[src/mcsp_pkg.sv]
package mcsp_pkg;

  localparam int NUM_CHANNELS = 8;
  localparam int CH_W         = 3;
  localparam int FREQ_W       = 16;
  localparam int TB_W         = 10;
  localparam int DUTY_W       = 7;
  // 10 * share, share at most 100
  localparam int DIVIDEND_W   = 10;
  // freq_hz * timebase_ms
  localparam int DEN_W        = FREQ_W + TB_W;
  // a finite wait never exceeds 10 * 100
  localparam int WAIT_W       = 10;
  localparam int ELAPSED_W    = WAIT_W + 1;

  localparam logic [DUTY_W-1:0] DUTY_FULL  = DUTY_W'(100);
  localparam logic [WAIT_W-1:0] WAIT_LIMIT = WAIT_W'(1000);

  typedef enum logic [1:0] {
    ACT_TICK  = 2'd0,
    ACT_ALLOC = 2'd1,
    ACT_START = 2'd2,
    ACT_STOP  = 2'd3
  } action_t;

  // Phase waits of one channel; inf marks a channel that never toggles
  typedef struct packed {
    logic              inf;
    logic [WAIT_W-1:0] hi;
    logic [WAIT_W-1:0] lo;
  } wait_res_t;

  // Commands from the sequencer to the channel bank
  typedef struct packed {
    logic            alloc;
    logic            stop;
    logic            commit;
    logic            step;
    logic [CH_W-1:0] ch;
    logic [CH_W-1:0] scan;
    logic            lvl;
    wait_res_t       res;
  } bank_cmd_t;

  function automatic logic [DIVIDEND_W-1:0] dividend(input logic [DUTY_W-1:0] share);
    logic [DIVIDEND_W-1:0] s;
    s = DIVIDEND_W'(share);
    return (s << 3) + (s << 1);
  endfunction

endpackage

[src/mcsp_wait_calc.sv]
module mcsp_wait_calc (
  input  logic                          clk,
  input  logic                          rst,
  input  logic                          start,
  input  logic [mcsp_pkg::FREQ_W-1:0]   freq_hz,
  input  logic [mcsp_pkg::TB_W-1:0]     timebase_ms,
  input  logic [mcsp_pkg::DUTY_W-1:0]   duty_pct,
  output logic                          done,
  output mcsp_pkg::wait_res_t           res
);

  typedef enum logic [2:0] {
    W_IDLE = 3'b001,
    W_MUL  = 3'b010,
    W_DIV  = 3'b100
  } calc_state_t;

  localparam logic [3:0] MUL_LAST = 4'(mcsp_pkg::TB_W - 1);
  localparam logic [3:0] DIV_LAST = 4'(mcsp_pkg::DIVIDEND_W - 1);

  calc_state_t                         state;
  logic [3:0]                          cnt;
  logic [mcsp_pkg::DEN_W-1:0]          mcand;
  logic [mcsp_pkg::TB_W-1:0]           mplier;
  logic [mcsp_pkg::DEN_W-1:0]          den;
  logic [mcsp_pkg::DUTY_W-1:0]         duty_q;
  logic [mcsp_pkg::DIVIDEND_W-1:0]     num_sh;
  logic [mcsp_pkg::DIVIDEND_W-1:0]     rem;
  logic [mcsp_pkg::WAIT_W-1:0]         quo;
  logic                                hi_pass;

  logic [mcsp_pkg::DUTY_W-1:0]         duty_sat;
  logic [mcsp_pkg::DIVIDEND_W:0]       trial;
  logic                                ge;
  logic [mcsp_pkg::DIVIDEND_W-1:0]     rem_next;
  logic [mcsp_pkg::WAIT_W-1:0]         quo_next;

  // Saturate duty to full scale
  assign duty_sat = (duty_pct > mcsp_pkg::DUTY_FULL) ? mcsp_pkg::DUTY_FULL : duty_pct;

  // One restoring division step: bring down the next dividend bit
  assign trial    = {rem, num_sh[mcsp_pkg::DIVIDEND_W-1]};
  assign ge       = mcsp_pkg::DEN_W'(trial) >= den;
  assign rem_next = ge ? mcsp_pkg::DIVIDEND_W'(trial - den[mcsp_pkg::DIVIDEND_W:0])
                       : trial[mcsp_pkg::DIVIDEND_W-1:0];
  assign quo_next = {quo[mcsp_pkg::WAIT_W-2:0], ge};

  always_ff @(posedge clk) begin
    if (rst) begin
      state <= W_IDLE;
      done  <= 1'b0;
      cnt   <= '0;
    end else begin
      case (state)
        W_IDLE: begin
          done <= 1'b0;
          if (start) begin
            mcand   <= mcsp_pkg::DEN_W'(freq_hz);
            mplier  <= timebase_ms;
            den     <= '0;
            duty_q  <= duty_sat;
            res.inf <= (freq_hz == '0) || (timebase_ms == '0);
            cnt     <= '0;
            state   <= W_MUL;
          end
        end
        // Shift-add multiply, one timebase bit per cycle
        W_MUL: begin
          den    <= den + (mplier[0] ? mcand : '0);
          mcand  <= mcand << 1;
          mplier <= mplier >> 1;
          if (cnt == MUL_LAST) begin
            cnt     <= '0;
            num_sh  <= mcsp_pkg::dividend(duty_q);
            rem     <= '0;
            quo     <= '0;
            hi_pass <= 1'b0;
            state   <= W_DIV;
          end else begin
            cnt <= cnt + 4'd1;
          end
        end
        // Low phase first, then high phase, one quotient bit per cycle
        W_DIV: begin
          if (cnt == DIV_LAST && !hi_pass) begin
            cnt     <= '0;
            res.lo  <= quo_next;
            hi_pass <= 1'b1;
            num_sh  <= mcsp_pkg::dividend(mcsp_pkg::DUTY_FULL - duty_q);
            rem     <= '0;
            quo     <= '0;
          end else begin
            num_sh <= num_sh << 1;
            rem    <= rem_next;
            quo    <= quo_next;
            if (cnt == DIV_LAST) begin
              cnt    <= '0;
              res.hi <= quo_next;
              done   <= 1'b1;
              state  <= W_IDLE;
            end else begin
              cnt <= cnt + 4'd1;
            end
          end
        end
        default: state <= W_IDLE;
      endcase
    end
  end

endmodule

[src/mcsp_chan_bank.sv]
module mcsp_chan_bank (
  input  logic                                clk,
  input  logic                                rst,
  input  mcsp_pkg::bank_cmd_t                 cmd,
  output logic [mcsp_pkg::NUM_CHANNELS-1:0]   levels,
  output logic [mcsp_pkg::NUM_CHANNELS-1:0]   allocated,
  output logic [mcsp_pkg::CH_W-1:0]           grant,
  output logic                                grant_ok
);

  logic [mcsp_pkg::NUM_CHANNELS-1:0] running;
  logic [mcsp_pkg::ELAPSED_W-1:0]    elapsed [mcsp_pkg::NUM_CHANNELS];
  logic [mcsp_pkg::WAIT_W-1:0]       hi_wait [mcsp_pkg::NUM_CHANNELS];
  logic [mcsp_pkg::WAIT_W-1:0]       lo_wait [mcsp_pkg::NUM_CHANNELS];
  logic [mcsp_pkg::NUM_CHANNELS-1:0] wait_inf;

  logic [mcsp_pkg::ELAPSED_W-1:0]    e_inc;
  logic [mcsp_pkg::WAIT_W-1:0]       cur_wait;
  logic                              fire;

  // Find the lowest free channel
  always_comb begin
    grant    = '0;
    grant_ok = 1'b0;
    for (int c = mcsp_pkg::NUM_CHANNELS - 1; c >= 0; c--) begin
      if (!allocated[c]) begin
        grant    = mcsp_pkg::CH_W'(c);
        grant_ok = 1'b1;
      end
    end
  end

  // Tick check of the scanned channel; elapsed count saturates
  always_comb begin
    e_inc    = (&elapsed[cmd.scan]) ? elapsed[cmd.scan]
                                    : elapsed[cmd.scan] + mcsp_pkg::ELAPSED_W'(1);
    cur_wait = levels[cmd.scan] ? hi_wait[cmd.scan] : lo_wait[cmd.scan];
    fire     = running[cmd.scan] && !wait_inf[cmd.scan] &&
               (e_inc > mcsp_pkg::ELAPSED_W'(cur_wait));
  end

  // Control flags
  always_ff @(posedge clk) begin
    if (rst) begin
      allocated <= '0;
      running   <= '0;
      levels    <= '0;
    end else begin
      if (cmd.alloc && grant_ok) begin
        allocated[grant] <= 1'b1;
        running[grant]   <= 1'b0;
      end
      if (cmd.stop && allocated[cmd.ch]) begin
        running[cmd.ch] <= 1'b0;
        levels[cmd.ch]  <= cmd.lvl;
      end
      if (cmd.commit) begin
        running[cmd.ch] <= 1'b1;
        levels[cmd.ch]  <= cmd.lvl;
      end
      if (cmd.step && fire) begin
        levels[cmd.scan] <= ~levels[cmd.scan];
      end
    end
  end

  // Per-channel timing
  always_ff @(posedge clk) begin
    if (cmd.commit) begin
      hi_wait[cmd.ch]  <= cmd.res.hi;
      lo_wait[cmd.ch]  <= cmd.res.lo;
      wait_inf[cmd.ch] <= cmd.res.inf;
      elapsed[cmd.ch]  <= '0;
    end
    if (cmd.step && running[cmd.scan]) begin
      elapsed[cmd.scan] <= fire ? '0 : e_inc;
    end
  end

endmodule

[src/multi_channel_soft_pwm_unit.sv]
// Eight-channel software PWM generator. Each input item is a tick, an allocate,
// a start or a stop, and each gives exactly one result: the pin levels of all
// channels, plus the granted channel for an allocate. A tick checks the channels
// one per cycle. A start on an allocated channel takes the divisor freq_hz *
// timebase_ms from a shift-add multiply and each phase wait from a 10-step
// restoring division, low phase then high phase. One item is worked on at a
// time; a new item is taken while the previous result still sits in the output
// register. timebase_ms is sampled when a start is taken.
module multi_channel_soft_pwm_unit (
  input  logic                                clk,
  input  logic                                rst,
  input  logic                                cfg_wr_en,
  input  logic [mcsp_pkg::TB_W-1:0]           cfg_wr_data,
  input  logic                                in_valid,
  output logic                                in_stall,
  input  logic [1:0]                          action,
  input  logic [mcsp_pkg::CH_W-1:0]           channel,
  input  logic [mcsp_pkg::FREQ_W-1:0]         freq_hz,
  input  logic [mcsp_pkg::DUTY_W-1:0]         duty_pct,
  input  logic                                level,
  output logic                                out_valid,
  input  logic                                out_stall,
  output logic [7:0]                          pin_levels,
  output logic [2:0]                          alloc_channel,
  output logic                                alloc_ok
);

  typedef enum logic [3:0] {
    S_IDLE   = 4'b0001,
    S_CALC   = 4'b0010,
    S_SCAN   = 4'b0100,
    S_RESULT = 4'b1000
  } state_t;

  localparam logic [mcsp_pkg::CH_W-1:0] SCAN_LAST = mcsp_pkg::CH_W'(mcsp_pkg::NUM_CHANNELS - 1);

  state_t                             state;
  state_t                             state_next;
  logic [mcsp_pkg::TB_W-1:0]          timebase_ms;
  logic [mcsp_pkg::CH_W-1:0]          scan_idx;
  logic [mcsp_pkg::CH_W-1:0]          ch_q;
  logic                               lvl_q;
  logic [mcsp_pkg::CH_W-1:0]          grant_q;
  logic                               ok_q;

  logic                               in_acc;
  logic                               out_load;
  logic                               calc_start;
  logic                               calc_done;
  mcsp_pkg::wait_res_t                calc_res;
  mcsp_pkg::bank_cmd_t                cmd;
  logic [mcsp_pkg::NUM_CHANNELS-1:0]  levels;
  logic [mcsp_pkg::NUM_CHANNELS-1:0]  allocated;
  logic [mcsp_pkg::CH_W-1:0]          grant;
  logic                               grant_ok;
  mcsp_pkg::action_t                  act;

  assign act      = mcsp_pkg::action_t'(action);
  assign in_stall = rst || (state != S_IDLE);
  assign in_acc   = in_valid && !in_stall;
  assign out_load = (state == S_RESULT) && (!out_valid || !out_stall);

  // Configuration register
  always_ff @(posedge clk) begin
    if (rst) begin
      timebase_ms <= mcsp_pkg::TB_W'(1);
    end else if (cfg_wr_en) begin
      timebase_ms <= cfg_wr_data;
    end
  end

  // Sequencer
  always_comb begin
    state_next = state;
    calc_start = 1'b0;
    case (state)
      S_IDLE: begin
        if (in_acc) begin
          case (act)
            mcsp_pkg::ACT_TICK: state_next = S_SCAN;
            mcsp_pkg::ACT_START: begin
              if (allocated[channel]) begin
                calc_start = 1'b1;
                state_next = S_CALC;
              end else begin
                state_next = S_RESULT;
              end
            end
            default: state_next = S_RESULT;
          endcase
        end
      end
      S_CALC:   if (calc_done) state_next = S_RESULT;
      S_SCAN:   if (scan_idx == SCAN_LAST) state_next = S_RESULT;
      S_RESULT: if (out_load) state_next = S_IDLE;
      default:  state_next = S_IDLE;
    endcase
  end

  always_ff @(posedge clk) begin
    if (rst) begin
      state    <= S_IDLE;
      scan_idx <= '0;
    end else begin
      state <= state_next;
      if (state == S_SCAN) begin
        scan_idx <= scan_idx + mcsp_pkg::CH_W'(1);
      end else begin
        scan_idx <= '0;
      end
    end
  end

  // Hold item fields and the allocate answer
  always_ff @(posedge clk) begin
    if (in_acc) begin
      ch_q    <= channel;
      lvl_q   <= level;
      grant_q <= (act == mcsp_pkg::ACT_ALLOC && grant_ok) ? grant : '0;
      ok_q    <= (act == mcsp_pkg::ACT_ALLOC) && grant_ok;
    end
  end

  // Bank commands
  always_comb begin
    cmd.alloc  = in_acc && (act == mcsp_pkg::ACT_ALLOC);
    cmd.stop   = in_acc && (act == mcsp_pkg::ACT_STOP);
    cmd.commit = (state == S_CALC) && calc_done;
    cmd.step   = (state == S_SCAN);
    cmd.ch     = (state == S_IDLE) ? channel : ch_q;
    cmd.lvl    = (state == S_IDLE) ? level : lvl_q;
    cmd.scan   = scan_idx;
    cmd.res    = calc_res;
  end

  mcsp_wait_calc u_wait_calc (
    .clk         (clk),
    .rst         (rst),
    .start       (calc_start),
    .freq_hz     (freq_hz),
    .timebase_ms (timebase_ms),
    .duty_pct    (duty_pct),
    .done        (calc_done),
    .res         (calc_res)
  );

  mcsp_chan_bank u_chan_bank (
    .clk       (clk),
    .rst       (rst),
    .cmd       (cmd),
    .levels    (levels),
    .allocated (allocated),
    .grant     (grant),
    .grant_ok  (grant_ok)
  );

  // Output register
  always_ff @(posedge clk) begin
    if (rst) begin
      out_valid <= 1'b0;
    end else if (out_load) begin
      out_valid <= 1'b1;
    end else if (!out_stall) begin
      out_valid <= 1'b0;
    end
  end

  always_ff @(posedge clk) begin
    if (out_load) begin
      pin_levels    <= 8'(levels);
      alloc_channel <= 3'(grant_q);
      alloc_ok      <= ok_q;
    end
  end

  a_alloc_zero: assert property (@(posedge clk) disable iff (rst)
    out_valid |-> (alloc_ok || alloc_channel == 3'd0))
    else $error("alloc_channel nonzero without a grant");

  a_wait_range: assert property (@(posedge clk) disable iff (rst)
    (calc_done && !calc_res.inf) |->
      (calc_res.hi <= mcsp_pkg::WAIT_LIMIT && calc_res.lo <= mcsp_pkg::WAIT_LIMIT))
    else $error("phase wait out of range");

  a_done_in_calc: assert property (@(posedge clk) disable iff (rst)
    calc_done |-> (state == S_CALC))
    else $error("wait result arrived outside a start");

  a_scan_end: assert property (@(posedge clk) disable iff (rst)
    (state == S_SCAN && scan_idx == SCAN_LAST) |=> (state == S_RESULT))
    else $error("tick scan did not finish");

endmodule

[config.mk]
export PLATFORM = sky130hd
export DESIGN_NAME = multi_channel_soft_pwm_unit
export DESIGN_NICKNAME = d
export VERILOG_FILES = /design/src/mcsp_pkg.sv /design/src/mcsp_wait_calc.sv /design/src/mcsp_chan_bank.sv /design/src/multi_channel_soft_pwm_unit.sv
export SDC_FILE = /design/constraint.sdc
export NUM_CORES = 1
export LEC_CHECK = 0
export BUFFER_PORTS_ARGS = -buffer_cell sky130_fd_sc_hd__buf_2
export CORE_ASPECT_RATIO = 0.8
export CORE_MARGIN = 3
export CORE_UTILIZATION = 41
export DETAILED_ROUTE_END_ITERATION = 8
export PLACE_DENSITY = 0.61
export SYNTH_ARGS = -nofsm -noshare
export SYNTH_HDL_FRONTEND = slang
export SYNTH_SLANG_ARGS = --single-unit
[constraint.sdc]
create_clock -name clk -period 18.92 [get_ports clk]
set_clock_uncertainty 0.05 [all_clocks]
set_input_delay 5.676 -clock clk [delete_from_list [all_inputs] [get_ports clk]]
set_output_delay 5.676 -clock clk [all_outputs]
set_load 0.1 [all_outputs]
[Yosys cells after proc, flatten, opt, wreduce, memory -nomap -nowiden]
Memory sizes are Yosys's and may differ from the RTL's. A register that Yosys moved wholly into a read port is not among the register bits.
Index checks and enable logic that the tools add are counted.
Storage, ports and cells
  input bits: 44
  memory bits (read-only): 0
  bits in latches: 0
  register bits: 198
  bits in writable memories: 248
  memories kept: 3
Operators by class
  eq/ne operators: 23
  reduce and logical (&&, ||, !) cells: 44
  muxes and demuxes: 105
  div/mod/pow operators: 0
  order comparisons: 10
  shift operators: 0
  bitwise gates (word level): 10
  multipliers: 0
  add/subtract/negate cells: 8
Memories
  u_chan_bank.elapsed: depth 8, width 11, rd ports 1, clocked after Yosys merged registers in 1, wr ports 1, RTL line mcsp_chan_bank.sv:12  | logic [mcsp_pkg::ELAPSED_W-1:0] elapsed [mcsp_pkg::NUM_CHANNELS];
  u_chan_bank.hi_wait: depth 8, width 10, rd ports 1, clocked after Yosys merged registers in 1, wr ports 1, RTL line mcsp_chan_bank.sv:13  | logic [mcsp_pkg::WAIT_W-1:0] hi_wait [mcsp_pkg::NUM_CHANNELS];
  u_chan_bank.lo_wait: depth 8, width 10, rd ports 1, clocked after Yosys merged registers in 1, wr ports 1, RTL line mcsp_chan_bank.sv:14  | logic [mcsp_pkg::WAIT_W-1:0] lo_wait [mcsp_pkg::NUM_CHANNELS];
Operator list (number)
  26-bit case mux with 2 select lines: 2
  8-bit two-way mux: 10
  26-bit two-way mux: 3
  10-bit two-way mux: 7
  10-bit case mux with 2 select lines: 3
  3-bit two-way mux: 17
  11-bit two-way mux: 3
  8-bit bitwise mux: 4
  1-bit two-way mux: 32
  4-bit two-way mux: 8
  26-bit adder: 1
  11-bit by 26-bit >= comparator with 1-bit output: 1
  10-bit by 8-bit adder with 10-bit output: 2
  9-bit case mux with 2 select lines: 1
  8-bit bitwise AND: 2
  1-bit logical AND: 16
  16-bit logical NOT: 1
  3-bit by 4-bit less-than comparator with 1-bit output, second input constant: 4
  8-bit inverter: 2
  8-bit OR: 2
  4-bit case mux with 4 select lines: 1
  4-bit AND reduction: 4
  1-bit binary-select mux with 3-bit select: 5
  3-bit AND reduction: 5
  37 further kinds: 64

[Depth between registers and ports, before layout]
  word-level depth: 21
  gate-level depth with buffers: 23
  gate-level depth less buffers: 17

[Cells and area by module]
From an unflattened synthesis, not the netlist that was laid out.
Unflattened totals
  cell total of the unflattened synthesis: 1791
  area total of the unflattened synthesis: 21675.8 um^2
By module, submodules not included
  mcsp_chan_bank: area an instance 12346.8 um^2, cells each 901, instances 1
  mcsp_wait_calc: area an instance 7758.7 um^2, cells each 773, instances 1
  multi_channel_soft_pwm_unit: area an instance 1570.3 um^2, cells each 117, instances 1

[Least setup slack after synthesis]
Ideal clock, no wire load.
  kind: input -> output
  start: in rst
  end: out in_stall
  slack: 6184 ps
  stages on the path: 3
  required time: 13194 ps
  path buffers: 2
  arrival time: 7010 ps
  cells stage by stage: clkbuf_1 clkbuf_1 nand2b_1
Between the ends
  word-level cells in the longest chain between the ends: 1
RTL lines
  start, declared: RTL line multi_channel_soft_pwm_unit.sv:11  | input logic rst,
  1-bit logical OR: RTL line multi_channel_soft_pwm_unit.sv:59  | assign in_stall = rst || (state != S_IDLE);
  end, declared: RTL line multi_channel_soft_pwm_unit.sv:15  | output logic in_stall,
Every way passes these cells.

[Final worst setup path]
Same ends and word-level chain as after synthesis.

==> impl_metrics.tcl <==
set metrics [dict create \
    synthTopCellsByCount "edfxtp_1, nand2_1, nor2_1, a21oi_1, inv_1" \
    use_met1_pct 24.7 \
    yosysTopAreaCellShare_pct 58.0 \
    routed_wl_microns 46600 \
    yosysMostFrequentCell "edfxtp_1" \
    cts-root-buf "clkbuf_16" \
    io_buffers 57 \
    end_kind "output pin" \
    maxCapViolations 0 \
    antenna_found_initial 1 \
    fmax_mhz 79.4 \
    hold_violations 0 \
    synth_area_leaders "edfxtp_1, dfxtp_1, ha_1" \
    post-route-drc-count 0 \
    setup_tns_ps 0 \
    drt_iter0_drc 1035 \
    maxSlewHeadroom_pct 17.0 \
    hp-class "reg2reg" \
    cts_resized 0 \
    worst_pin_slew_ps 1240 \
    power_density_nw_per_um2 89.1 \
    die_area_sq_um 52600 \
    synthesis.area_sq_um 20500 \
    cpLargestDelayFamily "buffers and inverters" \
    layout.nets 1781 \
    power_w 0.00204 \
    die_x_microns 256 \
    netlist-cell-type-count 67 \
    synth_nets 1729 \
    finalCritPeriodShare_pct 66.5 \
    die_h_microns 206 \
    syn-instance-count 1620 \
    first_global_vias 12700 \
    synth_seq_area_share_pct 62.9 \
    rows 72 \
    area_growth_pct 11.8 \
    path_common_cell "buf_2" \
    grt_pass1_wl_microns 72200 \
    cts_max_path_buffers 3 \
    path_max_fanout 57 \
    core_sq_um 48800 \
    start_kind "input pin" \
    h-tree-depth 2 \
    layout_min_cycle_time_ps 12590 \
    synthArstFlopShare_pct 0 \
    avgSynthCellArea_sq_um 12.6 \
    avgViaCountPerCell 5.55 \
    routedWlPerCell_microns 19.6 \
    grt_use_met3_pct 3.47 \
    vias 13200 \
    clkTransAtPathRegs_ps 60 \
    grt-ovfl-total 0 \
    met2_usage_pct 27.5 \
    max_stage_delay_ps 510 \
    gp_congestion 0.835 \
    critPathBufInv 3 \
    post_cts_buffers 0 \
    cts_inserted_buffers 44 \
    drive_gt1_share_pct 11.2 \
    synthFlopType "edfxtp_1" \
    path_class "in2out" \
    status "finished, final reports clean" \
    cts_tree "built" \
    critPathSlowestCell "buf_4" \
    synth_top_cell_by_area "edfxtp_1" \
    clkSinkCount 445 \
    dp_hpwl_microns 29600 \
    p_leak_nw 7.95 \
    diodes 0 \
    rsz0062_at_grt "no" \
    grt_max_degree 63 \
    critical_path.cell_chain "buf_2, buf_4, nand2b_1, buf_2" \
    crit_arrival_ps 6860 \
    insertion_delay_ps 560 \
    final_antenna_net_count 0 \
    cts_hold_buf 0 \
    ir_drop_mv 0.0536 \
    yosysWarnings 0 \
    finalSetupViolations 0 \
    slew_violations 0 \
    ys_ff_latch 445 \
    synth_edf_count 395 \
    busiest_layer "met2" \
    design.portCount 58 \
    grt_usage_pct 17.4 \
    worst_ep_required_time_ps 13190 \
    firstDrtPassIters 5 \
    initial_core_util_pct 41.9 \
]
-- metal layers --
layer / vias up / wire, microns
li1: 6246 / -
met1: 6511 / 21600
met2: 338 / 21300
met3: 73 / 2770
met4: 2 / 882
met5: - / 12
-- cells by family (layout without fill, tap and decap cells) --
logic type | count (synthesis) | in the layout | synth area share [%]
AOI/OAI and AO/OA | 331 | 331 | 10.9
xor gates and xnor gates | 43 | 43 | 1.84
adders and majority gates | 65 | 65 | 4.12
buffers and inverters | 140 | 228 | 2.70
DFF | 445 | 445 | 62.9
muxes | 82 | 82 | 4.98
and+or+nand+nor | 514 | 514 | 12.5
-- cell usage in the layout, fill, tap and decap left out, types with 13 or more instances in the layout --
| cell | netlist | layout |
|---|---|---|
| buf_4 | 5 | 27 |
| nor3_1 | 29 | 27 |
| nand2_1 | 158 | 158 |
| dfxtp_1 | 50 | 49 |
| ha_1 | 61 | 61 |
| a21oi_1 | 79 | 78 |
| inv_1 | 62 | 62 |
| o21ai_0 | 48 | 48 |
| clkbuf_1 | 59 | 14 |
| nor2_1 | 96 | 94 |
| mux2i_1 | 53 | 53 |
| a22oi_1 | 49 | 49 |
| edfxtp_1 | 395 | 395 |
| a22o_1 | 18 | 18 |
| xnor2_1 | 26 | 26 |
| a31oi_1 | 13 | 13 |
| mux4_2 | 14 | 14 |
| buf_2 | 7 | 57 |
| nand4_1 | 22 | 22 |
| nand2b_1 | 21 | 21 |
| a221oi_1 | 23 | 23 |
| and3_1 | 17 | 17 |
| a21o_1 | 18 | 18 |
| nand3_1 | 40 | 40 |
| xor2_1 | 17 | 17 |
| mux2_2 | 14 | 14 |
| clkbuf_16 | 0 | 44 |
| and2_1 | 48 | 48 |
| nor2b_1 | 31 | 31 |
-- where the power goes --
group	internal (W)	total [W]	switching, W
sequential	0.00107	0.00107	0.00000646
combinational	0.0000348	0.000127	0.0000920
clock	0.000469	0.000840	0.000371
-- worst paths after layout --
kind / slack (ps) / startpoint / to / depth (start not counted)
setup / recovery: 6330 / rst / in_stall / 4
hold / removal: 380 / grant_q[1] / alloc_channel[1] / 0
setup reg to reg: 12120 / scan_idx[0] / u_chan_bank.elapsed[2][9] / 13
hold reg to reg: 380 / grant_q[1] / alloc_channel[1] / 0
-- through the flow --
stage / cell area, sq um / util [%] / cells / hold WS (ps) / setup slack [ps]
after global placement: 21500 / 44.1 / 2292 / 351 / 6330
after detailed placement: 21500 / 44.1 / 2292 / 362 / 6330
after floorplan: 20500 / - / 1620 / 350 / 6180
final: 22900 / 46.9 / 2374 / 375 / 6330
after CTS: 22900 / 46.9 / 2374 / 376 / 6330
after global routing: 22900 / 46.9 / 2374 / 392 / 6260
-- state kept, by name, indices dropped and copies added (netlist names), 9 cells and up --
register / flops
u_chan_bank.elapsed: 88
u_chan_bank.hi_wait: 80
u_chan_bank.lo_wait: 80
u_wait_calc.den: 26
u_wait_calc.mcand: 26
u_wait_calc.res: 21
timebase_ms: 10
u_wait_calc.mplier: 10
u_wait_calc.rem: 10
u_wait_calc.num_sh: 9
u_wait_calc.quo: 9
-- final cells by class --
class / instances / area (sq um)
fillers: 4383 / 25900
flip-flops and latches: 445 / 12900
multi-input cells: 1035 / 7100
clock buffers: 60 / 1180
well taps: 666 / 833
repair buffers: 84 / 488
inverters: 62 / 233
clock inverters: 22 / 186
(Power assumes the default switching activity.)
